## src/hw/rtl/tbcf_pkg.sv

```systemverilog
// ----------------------------------------------------------------------------
// Three-window boxcar filter package
// Field widths, register indexes, tap numbering and shared types.
// ----------------------------------------------------------------------------
package tbcf_pkg;

   // Transaction field widths.
   localparam int SAMPLE_W = 14;
   localparam int RESP_W   = 25;
   localparam int LOBE_W   = 8;

   // Configuration port.
   localparam int CSR_INDEX_W = 1;
   localparam int CSR_DATA_W  = 8;
   localparam logic [CSR_INDEX_W-1:0] CSR_LOBE_WIDTH = 1'b0;
   localparam logic [CSR_INDEX_W-1:0] CSR_SLOW_MODE  = 1'b1;
   localparam logic [LOBE_W-1:0] LOBE_RESET = 8'd2;

   // Default sizing.
   localparam int DEF_MAX_LOBE      = 128;
   localparam int DEF_HISTORY_DEPTH = 768;

   // Cumulative-sum taps: age n, age n+m and age 2n+m.
   localparam int NUM_TAPS = 3;
   localparam int TAP_MID  = 0;
   localparam int TAP_OLD  = 1;
   localparam int TAP_END  = 2;

   // Response saturation limits.
   localparam logic signed [RESP_W-1:0] RESP_MAX = {1'b0, {(RESP_W-1){1'b1}}};
   localparam logic signed [RESP_W-1:0] RESP_MIN = {1'b1, {(RESP_W-1){1'b0}}};

   // Per-transaction control that travels beside the RAM read.
   typedef struct packed {
      logic                slow_mode;
      logic [NUM_TAPS-1:0] tap_zero;
   } tbcf_tag_type;

endpackage

```

## src/hw/rtl/tbcf_front.sv

```systemverilog
// ----------------------------------------------------------------------------
// Boxcar filter front end
// Holds the configuration, the running cumulative sum, the ring slot and the
// fill count, and forms the RAM write and the three tap read addresses.
// ----------------------------------------------------------------------------
module tbcf_front #(
   parameter int MAX_LOBE      = tbcf_pkg::DEF_MAX_LOBE,
   parameter int HISTORY_DEPTH = tbcf_pkg::DEF_HISTORY_DEPTH,
   parameter int CUM_W         = tbcf_pkg::SAMPLE_W + $clog2(HISTORY_DEPTH) + 1,
   parameter int SLOT_W        = $clog2(HISTORY_DEPTH + 1)
) (
   input  logic                                   clock,
   input  logic                                   reset,
   input  logic                                   csr_write_en,
   input  logic [tbcf_pkg::CSR_INDEX_W-1:0]       csr_index,
   input  logic [tbcf_pkg::CSR_DATA_W-1:0]        csr_wdata,
   input  logic                                   take,
   input  logic signed [tbcf_pkg::SAMPLE_W-1:0]   sample,
   input  logic                                   first,
   output logic [SLOT_W-1:0]                      wr_addr,
   output logic signed [CUM_W-1:0]                cum,
   output logic [SLOT_W-1:0]                      rd_addr [tbcf_pkg::NUM_TAPS],
   output tbcf_pkg::tbcf_tag_type                 tag
);

   import tbcf_pkg::*;

   // The ring keeps one entry more than the history so that the sum just
   // past the oldest kept sample is still there.
   localparam int RING   = HISTORY_DEPTH + 1;
   localparam int FILL_W = $clog2(RING + 1);
   localparam int K_W    = $clog2(6 * MAX_LOBE + 1);

   logic [LOBE_W-1:0]       lobe_ff, lobe_in;
   logic                    mode_ff, mode_in;
   logic [SLOT_W-1:0]       slot_ff, slot_in, slot_new;
   logic [FILL_W-1:0]       fill_ff, fill_in, fill_new;
   logic signed [CUM_W-1:0] cum_ff, cum_in, cum_new, cum_base, sample_ext;
   logic [K_W-1:0]          n_age, m_age;
   logic [K_W-1:0]          tap_age [NUM_TAPS];
   logic [SLOT_W-1:0]       tap_eff [NUM_TAPS];

   // Configuration register writes.
   always_comb begin
      lobe_in = lobe_ff;
      mode_in = mode_ff;
      if (csr_write_en) begin
         case (csr_index)
            CSR_LOBE_WIDTH: begin
               lobe_in = csr_wdata[LOBE_W-1:0];
            end
            CSR_SLOW_MODE: begin
               mode_in = csr_wdata[0];
            end
            default: begin
               lobe_in = lobe_ff;
            end
         endcase
      end
   end

   // Lobe lengths: zero counts as one, large values clamp to the maximum.
   always_comb begin
      if (lobe_ff == '0) begin
         n_age = K_W'(1);
      end else if (32'(lobe_ff) > 32'(MAX_LOBE)) begin
         n_age = K_W'(MAX_LOBE);
      end else begin
         n_age = K_W'(lobe_ff);
      end
      m_age            = mode_ff ? (n_age << 2) : n_age;
      tap_age[TAP_MID] = n_age;
      tap_age[TAP_OLD] = n_age + m_age;
      tap_age[TAP_END] = n_age + m_age + n_age;
   end

   // Slot, fill count and cumulative sum after the incoming sample.
   assign sample_ext = CUM_W'(sample);
   assign cum_base   = first ? '0 : cum_ff;
   assign cum_new    = cum_base + sample_ext;

   always_comb begin
      if (first || slot_ff == SLOT_W'(RING - 1)) begin
         slot_new = '0;
      end else begin
         slot_new = slot_ff + SLOT_W'(1);
      end
      if (first) begin
         fill_new = FILL_W'(1);
      end else if (fill_ff == FILL_W'(RING)) begin
         fill_new = fill_ff;
      end else begin
         fill_new = fill_ff + FILL_W'(1);
      end
   end

   assign slot_in = take ? slot_new : slot_ff;
   assign fill_in = take ? fill_new : fill_ff;
   assign cum_in  = take ? cum_new  : cum_ff;

   // Tap addresses. A tap at or beyond the valid fill reads as zero.
   always_comb begin
      for (int i = 0; i < NUM_TAPS; i++) begin
         if (32'(tap_age[i]) > 32'(HISTORY_DEPTH)) begin
            tap_eff[i] = SLOT_W'(HISTORY_DEPTH);
         end else begin
            tap_eff[i] = SLOT_W'(tap_age[i]);
         end
         tag.tap_zero[i] = FILL_W'(tap_eff[i]) >= fill_new;
         if (slot_new >= tap_eff[i]) begin
            rd_addr[i] = slot_new - tap_eff[i];
         end else begin
            rd_addr[i] = SLOT_W'({1'b0, slot_new} + (SLOT_W + 1)'(RING) - {1'b0, tap_eff[i]});
         end
      end
      tag.slow_mode = mode_ff;
   end

   assign wr_addr = slot_new;
   assign cum     = cum_new;

   // State registers.
   always_ff @(posedge clock) begin
      if (reset) begin
         lobe_ff <= LOBE_RESET;
         mode_ff <= 1'b0;
         slot_ff <= SLOT_W'(RING - 1);
         fill_ff <= '0;
         cum_ff  <= '0;
      end else begin
         lobe_ff <= lobe_in;
         mode_ff <= mode_in;
         slot_ff <= slot_in;
         fill_ff <= fill_in;
         cum_ff  <= cum_in;
      end
   end

endmodule

```

## config.mk

```make
export PLATFORM = sky130hd
export DESIGN_NAME = tbcf_front
export DESIGN_NICKNAME = d
export VERILOG_FILES = /design/src/hw/rtl/tbcf_pkg.sv /design/src/hw/rtl/tbcf_front.sv
export SDC_FILE = /design/constraint.sdc
export NUM_CORES = 1
export LEC_CHECK = 0
export ABC_AREA = 1
export BUFFER_PORTS_ARGS = -buffer_cell sky130_fd_sc_hd__clkbuf_2
export CORE_UTILIZATION = 61
export CTS_CLUSTER_SIZE = 40
export DETAILED_ROUTE_END_ITERATION = 10
export PLACE_DENSITY = 0.8
export SYNTH_ARGS = -nofsm -noshare
export SYNTH_HDL_FRONTEND = slang
export SYNTH_SLANG_ARGS = --single-unit
```

## constraint.sdc

```tcl
create_clock -name clock -period 6.94 [get_ports clock]
set_clock_uncertainty 0.1 [all_clocks]
set_input_delay 0.694 -clock clock [delete_from_list [all_inputs] [get_ports clock]]
set_output_delay 0.694 -clock clock [all_outputs]
set_load 0.02 [all_outputs]
```

==> impl_metrics.tcl <==
set metrics [dict create \
    rows 43 \
    drcViolationCount 0 \
    cts_hold_buf 0 \
    synth_area_um2 8600 \
    synth_nets 1551 \
    multi_input_area_um2 6560 \
    hold_depth 2 \
    hold_class "reg -> reg" \
    gp_congestion 0.985 \
    ant_nets 0 \
    coreArea_um2 13800 \
    hold_slack_ns 0.361 \
    antenna_found_initial 0 \
    antenna_cells 0 \
    drtPass1Iterations 5 \
    cts-root-buf "clkbuf_16" \
    final_common_cell "nand2_1" \
    die-area_um2 14600 \
    grt_overflow 0 \
    wire_per_inst_um 15.1 \
    critPathSlowestCell "fa_1" \
    drive_above_1_share_pct 11.8 \
    io_pins 97 \
    dp.cells 1649 \
    hold_violations 0 \
    max_cap_violations 0 \
    cts.sinks 54 \
    instances_no_fill 1663 \
    fin_tns_setup_ns 0 \
    power_leakage_nw 5.31 \
    setup_ws_ns 0.488 \
    crit_type "reg -> out" \
    async_flop_share_pct 0 \
    cp.depth 40 \
    drt_wl_total_um 25200 \
    die_x_um 121 \
    cp-start-kind "flop" \
    dp_hpwl_um 20700 \
    synth_edf_count 0 \
    syn_to_final_growth_pct 9.82 \
    die_h_um 121 \
    vias 9357 \
    grt_usage_pct 35.1 \
    yosys_most_used_dff "dfxtp_1" \
    status "finished clean" \
    ys_seq_area_share_pct 12.6 \
    path_buf_inv 6 \
    worst_pin_slew_ns 0.782 \
    fillers 1333 \
    worst_setup_path_end_kind "output port" \
    fin_crit_sh_pct 93.0 \
    drt_iter0_markers 946 \
    yosys_warnings 0 \
    fmax_mhz 155 \
    clockBufferDepth 2 \
    finalSetupViolCount 0 \
    syn-instance-count 1394 \
    fin_crit_ns 6.45 \
    num-nets-final 1639 \
    yosysUniqueCellTypes 54 \
    pre_cts_ws_ns 0.477 \
    cpPeakStageDelay_ns 0.40 \
    arrival_ns 5.66 \
    final_core_util_pct 68.3 \
    vias_per_cell 5.63 \
    ys_ff_latch 54 \
    crit_path_max_fanout 6 \
    cellPowerDensity_nw_per_um2 226 \
    final_cell_mix "280 x nand2_1, 216 x inv_1, 135 x a21oi_1" \
    slew-limit-headroom_pct 47.3 \
    clk_transition_reported_paths_ns 0.08 \
    clkLatencyLatePin_ns 0.32 \
    r2r_cells 13 \
    vdd_drop_max_mv 0.151 \
    cts-buffers-inserted 5 \
    crit_top_cell "nand2_1" \
    grt_max_degree 39 \
    io_buffers 96 \
    grt_pass1_wl_um 40700 \
    syn-mean-instance-area_um2 6.17 \
    initial_utilization_pct 62.2 \
    cp.required_ns 6.15 \
    critPathTopFamily "simple AND/OR/NAND/NOR gates" \
    grt_pass1_vias 8301 \
    rsz0062_at_grt "no" \
    maxSlewViolCount 0 \
    regArea_um2 1090 \
    cts_tree "built" \
    htree_levels 2 \
]
flip-flops by register name, indices dropped and copies added, names as in the netlist:
| name | flops |
|---|---|
| cum_ff | 25 |
| fill_ff | 10 |
| mode_ff | 1 |
| slot_ff | 10 |
| lobe_ff | 8 |
cells in the mapped netlist, types with 5 or more instances:
cell / number / share of area, %
ha_1: 122 / 18
xnor2_1: 24 / 2.4
inv_2: 14 / 0.61
o21bai_1: 6 / 0.52
clkbuf_1: 17 / 0.74
o211ai_1: 5 / 0.44
nor2_1: 135 / 5.9
o21ai_1: 6 / 0.35
inv_1: 216 / 9.4
dfxtp_1: 54 / 13
nand2_2: 15 / 1.1
o21ai_0: 114 / 6.6
a21o_1: 6 / 0.52
nor3_1: 17 / 0.99
a31oi_1: 7 / 0.51
or2_2: 6 / 0.44
nand4_1: 17 / 1.2
a21oi_1: 136 / 7.9
fa_1: 7 / 1.6
nand3_1: 78 / 4.5
nand2_1: 280 / 12
nand3_2: 5 / 0.58
o21a_1: 8 / 0.70
xor2_1: 44 / 4.5
nor4_1: 9 / 0.65
report_power, final:
group	internal [mW]	switching, mW	leakage [nW]
combinational	0.519	0.989	4.79
clock	0.145	0.128	0.0770
sequential	0.335	0.0174	0.449
what timing repair did:
action / in CTS / in global routing
setup buffers: 0 / 6
resized for setup: 0 / 10
endpoints found under the setup margin: 0 / 14
layer usage:
layer / vias up / GRT usage, % / routed length [µm]
met5: - / 0 / 0
met4: 0 / 7.41 / 300
met3: 28 / 3.96 / 1830
met2: 358 / 56.7 / 11100
met1: 4193 / 50.0 / 11900
li1: 4778 / - / -
path summary, 6_finish.rpt:
kind                            startpoint    endpoint  slack, ns
worst max-delay path            lobe_ff[1]  rd_addr[8]       0.49
worst min-delay path             cum_ff[0]   cum_ff[0]       0.36
worst max register to register   cum_ff[0]  cum_ff[16]       3.93
worst min register to register   cum_ff[0]   cum_ff[0]       0.36
worst min-delay path: stages (launching register included):
cell and delay, ns:
dfxtp_1 0.31, inv_1 0.06, a21oi_1 0.06
cells by family after synthesis:
kind of cell / after synthesis / share of synthesized area, %
simple gates: 577 / 29.6
compound gates: 307 / 19.5
buf+inv: 256 / 11.5
fa+ha+maj: 129 / 19.4
xor+xnor: 70 / 7.43
flops: 54 / 12.6
mux: 1 / 0.116
stage by stage:
stage | area, µm² | power, mW
finish | 9440 | 2.13
global route | 9440 | 2.31
CTS | 9370 | 2.11
detailed placement | 9210 | 1.83
global placement | 9210 | 1.82
floorplan | 8600 | 1.45
area by class of cell:
type	count	share of cell area, %
timing repair buffer	104	5.72
clock inverter	2	0.185
clock buffer	6	1.47
inverter	233	9.29
multi-input combinational	1084	69.4
sequential	54	11.5
tap	180	2.38
Note: power is estimated with default switching activity, not from simulation.
