## config.mk

```make
export PLATFORM = sky130hd
export DESIGN_NAME = tbcf_combine
export DESIGN_NICKNAME = d
export VERILOG_FILES = /design/src/hw/rtl/tbcf_pkg.sv /design/src/hw/rtl/tbcf_combine.sv
export SDC_FILE = /design/constraint.sdc
export NUM_CORES = 1
export LEC_CHECK = 0
export BUFFER_PORTS_ARGS = -buffer_cell sky130_fd_sc_hd__buf_4
export CAP_MARGIN = 30
export CORE_ASPECT_RATIO = 0.6
export CORE_UTILIZATION = 32
export DETAILED_ROUTE_END_ITERATION = 10
export SKIP_LAST_GASP = 1
export SLEW_MARGIN = 20
export SYNTH_ARGS = -nofsm -noshare
export SYNTH_HDL_FRONTEND = slang
export SYNTH_SLANG_ARGS = --single-unit
```

## constraint.sdc

```tcl
create_clock -name clock -period 7.1 [get_ports clock]
set_clock_uncertainty 0.05 [all_clocks]
set_input_delay 0.355 -clock clock [delete_from_list [all_inputs] [get_ports clock]]
set_output_delay 0.355 -clock clock [all_outputs]
set_load 0.03 [all_outputs]
```

## src/hw/rtl/tbcf_pkg.sv

```systemverilog
// ----------------------------------------------------------------------------
// Three-window boxcar filter package
// Field widths, register indexes, tap numbering and shared types.
// ----------------------------------------------------------------------------
package tbcf_pkg;

   // Transaction field widths.
   localparam int SAMPLE_W = 14;
   localparam int RESP_W   = 25;
   localparam int LOBE_W   = 8;

   // Configuration port.
   localparam int CSR_INDEX_W = 1;
   localparam int CSR_DATA_W  = 8;
   localparam logic [CSR_INDEX_W-1:0] CSR_LOBE_WIDTH = 1'b0;
   localparam logic [CSR_INDEX_W-1:0] CSR_SLOW_MODE  = 1'b1;
   localparam logic [LOBE_W-1:0] LOBE_RESET = 8'd2;

   // Default sizing.
   localparam int DEF_MAX_LOBE      = 128;
   localparam int DEF_HISTORY_DEPTH = 768;

   // Cumulative-sum taps: age n, age n+m and age 2n+m.
   localparam int NUM_TAPS = 3;
   localparam int TAP_MID  = 0;
   localparam int TAP_OLD  = 1;
   localparam int TAP_END  = 2;

   // Response saturation limits.
   localparam logic signed [RESP_W-1:0] RESP_MAX = {1'b0, {(RESP_W-1){1'b1}}};
   localparam logic signed [RESP_W-1:0] RESP_MIN = {1'b1, {(RESP_W-1){1'b0}}};

   // Per-transaction control that travels beside the RAM read.
   typedef struct packed {
      logic                slow_mode;
      logic [NUM_TAPS-1:0] tap_zero;
   } tbcf_tag_type;

endpackage

```

## src/hw/rtl/tbcf_combine.sv

```systemverilog
// ----------------------------------------------------------------------------
// Boxcar filter back end
// Turns the tap sums into window sums, weights them, saturates the response
// and holds it in the output register. Owns the pipeline flow control.
// ----------------------------------------------------------------------------
module tbcf_combine #(
   parameter int CUM_W = tbcf_pkg::SAMPLE_W + $clog2(tbcf_pkg::DEF_HISTORY_DEPTH) + 1
) (
   input  logic                                 clock,
   input  logic                                 reset,
   input  logic                                 take,
   input  logic signed [CUM_W-1:0]              cum,
   input  tbcf_pkg::tbcf_tag_type               tag,
   input  logic [CUM_W-1:0]                     tap_data [tbcf_pkg::NUM_TAPS],
   output logic                                 ready,
   output logic                                 rsp_valid,
   input  logic                                 rsp_ready,
   output logic signed [tbcf_pkg::RESP_W-1:0]   rsp_response
);

   import tbcf_pkg::*;

   localparam int WGT_W = CUM_W + 2;
   localparam int SAT_W = (WGT_W > RESP_W) ? WGT_W : RESP_W;

   logic                    s1_v_ff, s1_v_in;
   logic                    s2_v_ff, s2_v_in;
   logic                    out_v_ff, out_v_in;
   logic                    s1_adv, s2_adv, out_adv;
   logic signed [CUM_W-1:0] p0_ff;
   tbcf_tag_type            tag_ff;
   logic signed [CUM_W-1:0] tap_sum [NUM_TAPS];
   logic signed [CUM_W-1:0] newest, middle, oldest;
   logic signed [CUM_W-1:0] newest_ff, middle_ff, oldest_ff;
   logic                    slow_ff;
   logic signed [SAT_W-1:0] new_w, mid_w, old_w, weighted;
   logic signed [RESP_W-1:0] resp_sat;
   logic signed [RESP_W-1:0] rsp_response_ff;

   // Flow control: each stage moves when the one after it is empty or moving.
   assign out_adv = !out_v_ff || rsp_ready;
   assign s2_adv  = !s2_v_ff || out_adv;
   assign s1_adv  = !s1_v_ff || s2_adv;
   assign ready   = s1_adv;

   assign s1_v_in  = take || (s1_v_ff && !s2_adv);
   assign s2_v_in  = s2_adv ? s1_v_ff : s2_v_ff;
   assign out_v_in = out_adv ? s2_v_ff : out_v_ff;

   // Window sums from differences of cumulative sums, modulo the sum width.
   always_comb begin
      for (int i = 0; i < NUM_TAPS; i++) begin
         tap_sum[i] = tag_ff.tap_zero[i] ? '0 : $signed(tap_data[i]);
      end
      newest = p0_ff - tap_sum[TAP_MID];
      middle = tap_sum[TAP_MID] - tap_sum[TAP_OLD];
      oldest = tap_sum[TAP_OLD] - tap_sum[TAP_END];
   end

   // Lobe weighting and saturation to the response range.
   always_comb begin
      new_w = SAT_W'(newest_ff);
      mid_w = SAT_W'(middle_ff);
      old_w = SAT_W'(oldest_ff);
      if (slow_ff) begin
         weighted = mid_w - ((new_w + old_w) <<< 1);
      end else begin
         weighted = (mid_w <<< 1) - (new_w + old_w);
      end
      if (weighted > SAT_W'(RESP_MAX)) begin
         resp_sat = RESP_MAX;
      end else if (weighted < SAT_W'(RESP_MIN)) begin
         resp_sat = RESP_MIN;
      end else begin
         resp_sat = RESP_W'(weighted);
      end
   end

   // Stage payload registers.
   always_ff @(posedge clock) begin
      if (take) begin
         p0_ff  <= cum;
         tag_ff <= tag;
      end
      if (s2_adv && s1_v_ff) begin
         newest_ff <= newest;
         middle_ff <= middle;
         oldest_ff <= oldest;
         slow_ff   <= tag_ff.slow_mode;
      end
      if (out_adv && s2_v_ff) begin
         rsp_response_ff <= resp_sat;
      end
   end

   // Stage valid bits.
   always_ff @(posedge clock) begin
      if (reset) begin
         s1_v_ff  <= 1'b0;
         s2_v_ff  <= 1'b0;
         out_v_ff <= 1'b0;
      end else begin
         s1_v_ff  <= s1_v_in;
         s2_v_ff  <= s2_v_in;
         out_v_ff <= out_v_in;
      end
   end

   assign rsp_valid    = out_v_ff;
   assign rsp_response = rsp_response_ff;

endmodule

```

==> key figures <==
Drt
  • DR vias/cell: 5.17
  • WL/cell: about 17 um
  • Post-route ant nets: 0
  • First-pass DRT Iterations: 5
  • Via Count: 10,800
  • Initial DRC count: 796
  • DRC violations left: 0
  • Routed WL: 35.2 mm

STA
  • Fin crit share: between 80% and 90%
  • Final setup viols: 0
  • Setup TNS Final: 0 ns
  • FMAX: 0.157 GHz
  • Max Slew Vio Count: 0
  • Minimum clock period: 6.36 ns
  • Rel. slew slack: roughly 42%
  • Hold Fails Final Rpt: 0
  • Unrepaired setup endpoints after global routing: no
  • Worst setup margin: 0.738 ns
  • Worst Tran Pin Value: between 0.8 and 0.9 ns

Floorplan
  • Row cnt: between 50 and 60
  • Initial Util: 32.5%
  • DIE HEIGHT: 156 um
  • Chip width: 259 um
  • Core area: 39,000 um2
  • Full die area: roughly 40,000 um2
  • Boundary Pins: 135

Place
  • Placer Congestion: between 0.8 and 0.9
  • Pre-CTS setup slack: 0.787 ns
  • I/O Buffers: around 130
  • Dpl cells: 2,049
  • Hpwl dp: around 29 mm

Critical path
  • R2R Setup Slk: 0.74 ns
  • Crit. End Element: flop
  • WP data arrival: 6.59 ns
  • Crit path kind: flop to flop
  • CP Data Required Time: 7.32 ns
  • Worst Setup Start Kind: flop
  • Critical Path Fanout Max: 18
  • Critical R2R Launch: oldest_ff[0]$_DFFE_PP_
  • Critical R2R Capture: rsp_response[10]$_SDFFCE_PN1P_
  • Reg2Reg Depth: 23

Clock tree
  • CTS Hold Bufs: 0
  • Clk_lat worst skew: about 0.45 ns
  • Postcts setup bufs: 0
  • Root Driver: clkbuf_16
  • Clock sinks: 133
  • CTS Buffer Depth: 2
  • Post-cts repair resize count: 0
  • Worst-path clk slew: approximately 0.070 ns
  • H-tree lvl count: 4
  • CTS tree: built
  • CTS Buf Count: 17

Logic synthesis
  • Synthesized instance count: 1,423
  • Synth warn: 0
  • Area share of the largest cell type after synthesis: 30.8%
  • Synthesized Nets: 1,666
  • Area contributors post-synth: edfxtp_1, ha_1, xnor2_1
  • Post-synth EDFFs: 130
  • Post-synthesis cell area: 12,700 um2
  • Seq/Total Area, Yosys: 31.2%
  • Seq cells post-synth: 133
  • Post-synth ARST share: 0%
  • Area leader, netlist: edfxtp_1
  • Syn Area/Cell: 8.91 um2
  • Synth Flop Type: edfxtp_1
  • Yosys cell types: 90

Power and ir drop
  • Pwr dens: roughly 320 nW/um2
  • Max VDD drop: between 200 and 250 uV
  • Pwr Total: 4.80 mW
  • Leak: around 6.3 nW

Run
  • # Max-Cap Violations: 0

Global routing
  • First-pass GRT wire length: between 50 and 60 mm
  • Pin count of the biggest net entering global routing: 67
  • Initial antenna violation count: 0
  • Total grt overflow: 0
  • GRT Total Usage: 17.4%
  • Vias in the first global route: about 10,000

Hold path
  • Min-delay src: cum[11]
  • Hold Path End: p0_ff[11]$_DFFE_PP_
  • Worst hold stages: 1
  • Hold crit path type: primary input to flop

Run status
  • Run status: completed

Final layout
  • Area Overhead vs Synth: 16.8%
  • Share of cells above drive strength 1: 14.0%
  • Register area: 3960 um2
  • Final-stage net count: about 1,800
  • Multi-input logic area: 8110 um2
  • Non-Filler Instances: roughly 2,100
  • Ant. Diodes: 0
  • Fill count: 3,891
==> synthesized netlist by cell type (8+ instances only) <==
| cell | count |
|---|---|
| nor2_1 | 132 |
| a22oi_1 | 17 |
| or2_2 | 9 |
| o22ai_1 | 13 |
| buf_4 | 8 |
| o31ai_1 | 11 |
| nor3_1 | 37 |
| or3_1 | 9 |
| inv_1 | 116 |
| nand3_1 | 28 |
| buf_2 | 9 |
| a21o_1 | 24 |
| a211oi_1 | 17 |
| nand2_1 | 83 |
| nor2b_1 | 26 |
| o211ai_1 | 18 |
| clkbuf_1 | 17 |
| maj3_1 | 13 |
| o21ai_0 | 68 |
| xor2_1 | 29 |
| nand2b_1 | 95 |
| ha_1 | 129 |
| a21oi_1 | 85 |
| o21a_1 | 18 |
| and2_1 | 8 |
| a31oi_1 | 13 |
| edfxtp_1 | 130 |
| and3_1 | 16 |
| a21boi_0 | 21 |
| o21bai_1 | 8 |
| xnor2_1 | 85 |
==> state kept, by name, summed over array words and instances (netlist names) <==
| signal | cells |
|---|---|
| middle_ff | 25 |
| newest_ff | 25 |
| oldest_ff | 25 |
| p0_ff | 25 |
| rsp_response | 25 |
| tag_ff | 4 |
| rsp_valid | 1 |
| s1_v_ff | 1 |
| s2_v_ff | 1 |
| slow_ff | 1 |
==> placed cells by master (no fill, tap or decap), drive strengths merged, types with 26 or more instances in the layout <==
| cell | instances |
|---|---|
| nand2b | 95 |
| buf | 144 |
| nor2 | 132 |
| ha | 129 |
| o21ai | 74 |
| xor2 | 31 |
| a21oi | 85 |
| inv | 120 |
| nand2 | 84 |
| nand3 | 28 |
| edfxtp | 130 |
| nor3 | 38 |
| xnor2 | 86 |
| nor2b | 26 |
==> final cells by class <==
cell class	instances	share of cell area [%]
Inverter	116	2.94
Tap cell	522	4.41
Clock inverter	13	1.01
Timing Repair Buffer	144	7.29
Multi-Input combinational cell	1135	54.7
Clock buffer	18	2.90
Sequential cell	133	26.7
==> metrics by stage <==
step	area, um2	util, %	hold WS [ns]
floorplan	12700	-	0.350
global placement	14200	36.5	0.373
detailed placement	14200	36.5	0.370
CTS	14800	38.0	0.00407
global route	14800	38.0	0.00440
finish	14800	38.0	0.0273
==> cell families (layout without fill, tap and decap cells) <==
| logic type | Yosys count | in the layout | synth area share, % |
|---|---|---|---|
| AOI/OAI and AO/OA | 380 | 380 | 20.5 |
| xor gates and xnor gates | 118 | 118 | 8.44 |
| adders and majority gates | 151 | 151 | 15.0 |
| buffers and inverters | 155 | 291 | 4.97 |
| DFF | 133 | 133 | 31.2 |
| muxes | 6 | 6 | 0.572 |
| and+or+nand+nor | 480 | 480 | 19.4 |
==> worst max path at each step <==
stage,slack (ns),cells past startpoint,startpoint,end
after floorplan,1.69,23,newest_ff[0]$_DFFE_PP_,rsp_response[10]$_SDFFCE_PN1P_
after global placement,0.98,23,newest_ff[0]$_DFFE_PP_,rsp_response[10]$_SDFFCE_PN1P_
after detailed placement,0.79,23,oldest_ff[0]$_DFFE_PP_,rsp_response[10]$_SDFFCE_PN1P_
after CTS,0.77,23,oldest_ff[0]$_DFFE_PP_,rsp_response[10]$_SDFFCE_PN1P_
after global routing,0.18,23,oldest_ff[0]$_DFFE_PP_,rsp_response[10]$_SDFFCE_PN1P_
final,0.74,23,oldest_ff[0]$_DFFE_PP_,rsp_response[10]$_SDFFCE_PN1P_
==> worst max-delay path, stage by stage, from the launching register on <==
cell       delay, ns
edfxtp_1        0.34
ha_1            0.21
inv_1           0.07
fa_1            0.39
nand2b_1        0.20
a2111oi_0       0.60
o21ai_0         0.25
nand2_1         0.12
a21oi_1         0.08
xor2_1          0.21
ha_1            0.30
and3_1          0.19
a221o_1         0.37
a41o_1          0.20
a21oi_1         0.24
a221o_2         0.30
a21boi_2        0.09
o311ai_1        0.31
a32oi_2         0.16
a2111oi_4       0.46
mux2i_4         0.42
buf_4           0.30
o211ai_1        0.13
a22oi_1         0.21
==> report_power, final <==
part / internal (mW) / total (mW) / leakage (nW) / switching (mW)
Clock: 0.520 / 0.895 / 0.283 / 0.374
Sequential: 1.05 / 1.11 / 1.25 / 0.0658
Combinational: 1.13 / 2.79 / 4.76 / 1.66
==> per-layer routing <==
| layer | global-route usage, % | part of all wire [%] |
|---|---|---|
| met5 | 0 | 0 |
| met4 | 4.28 | 1.3 |
| met3 | 3.09 | 6.7 |
| met2 | 23.3 | 37 |
| met1 | 27.7 | 55 |
No activity file was read; power rests on OpenSTA's default activity.
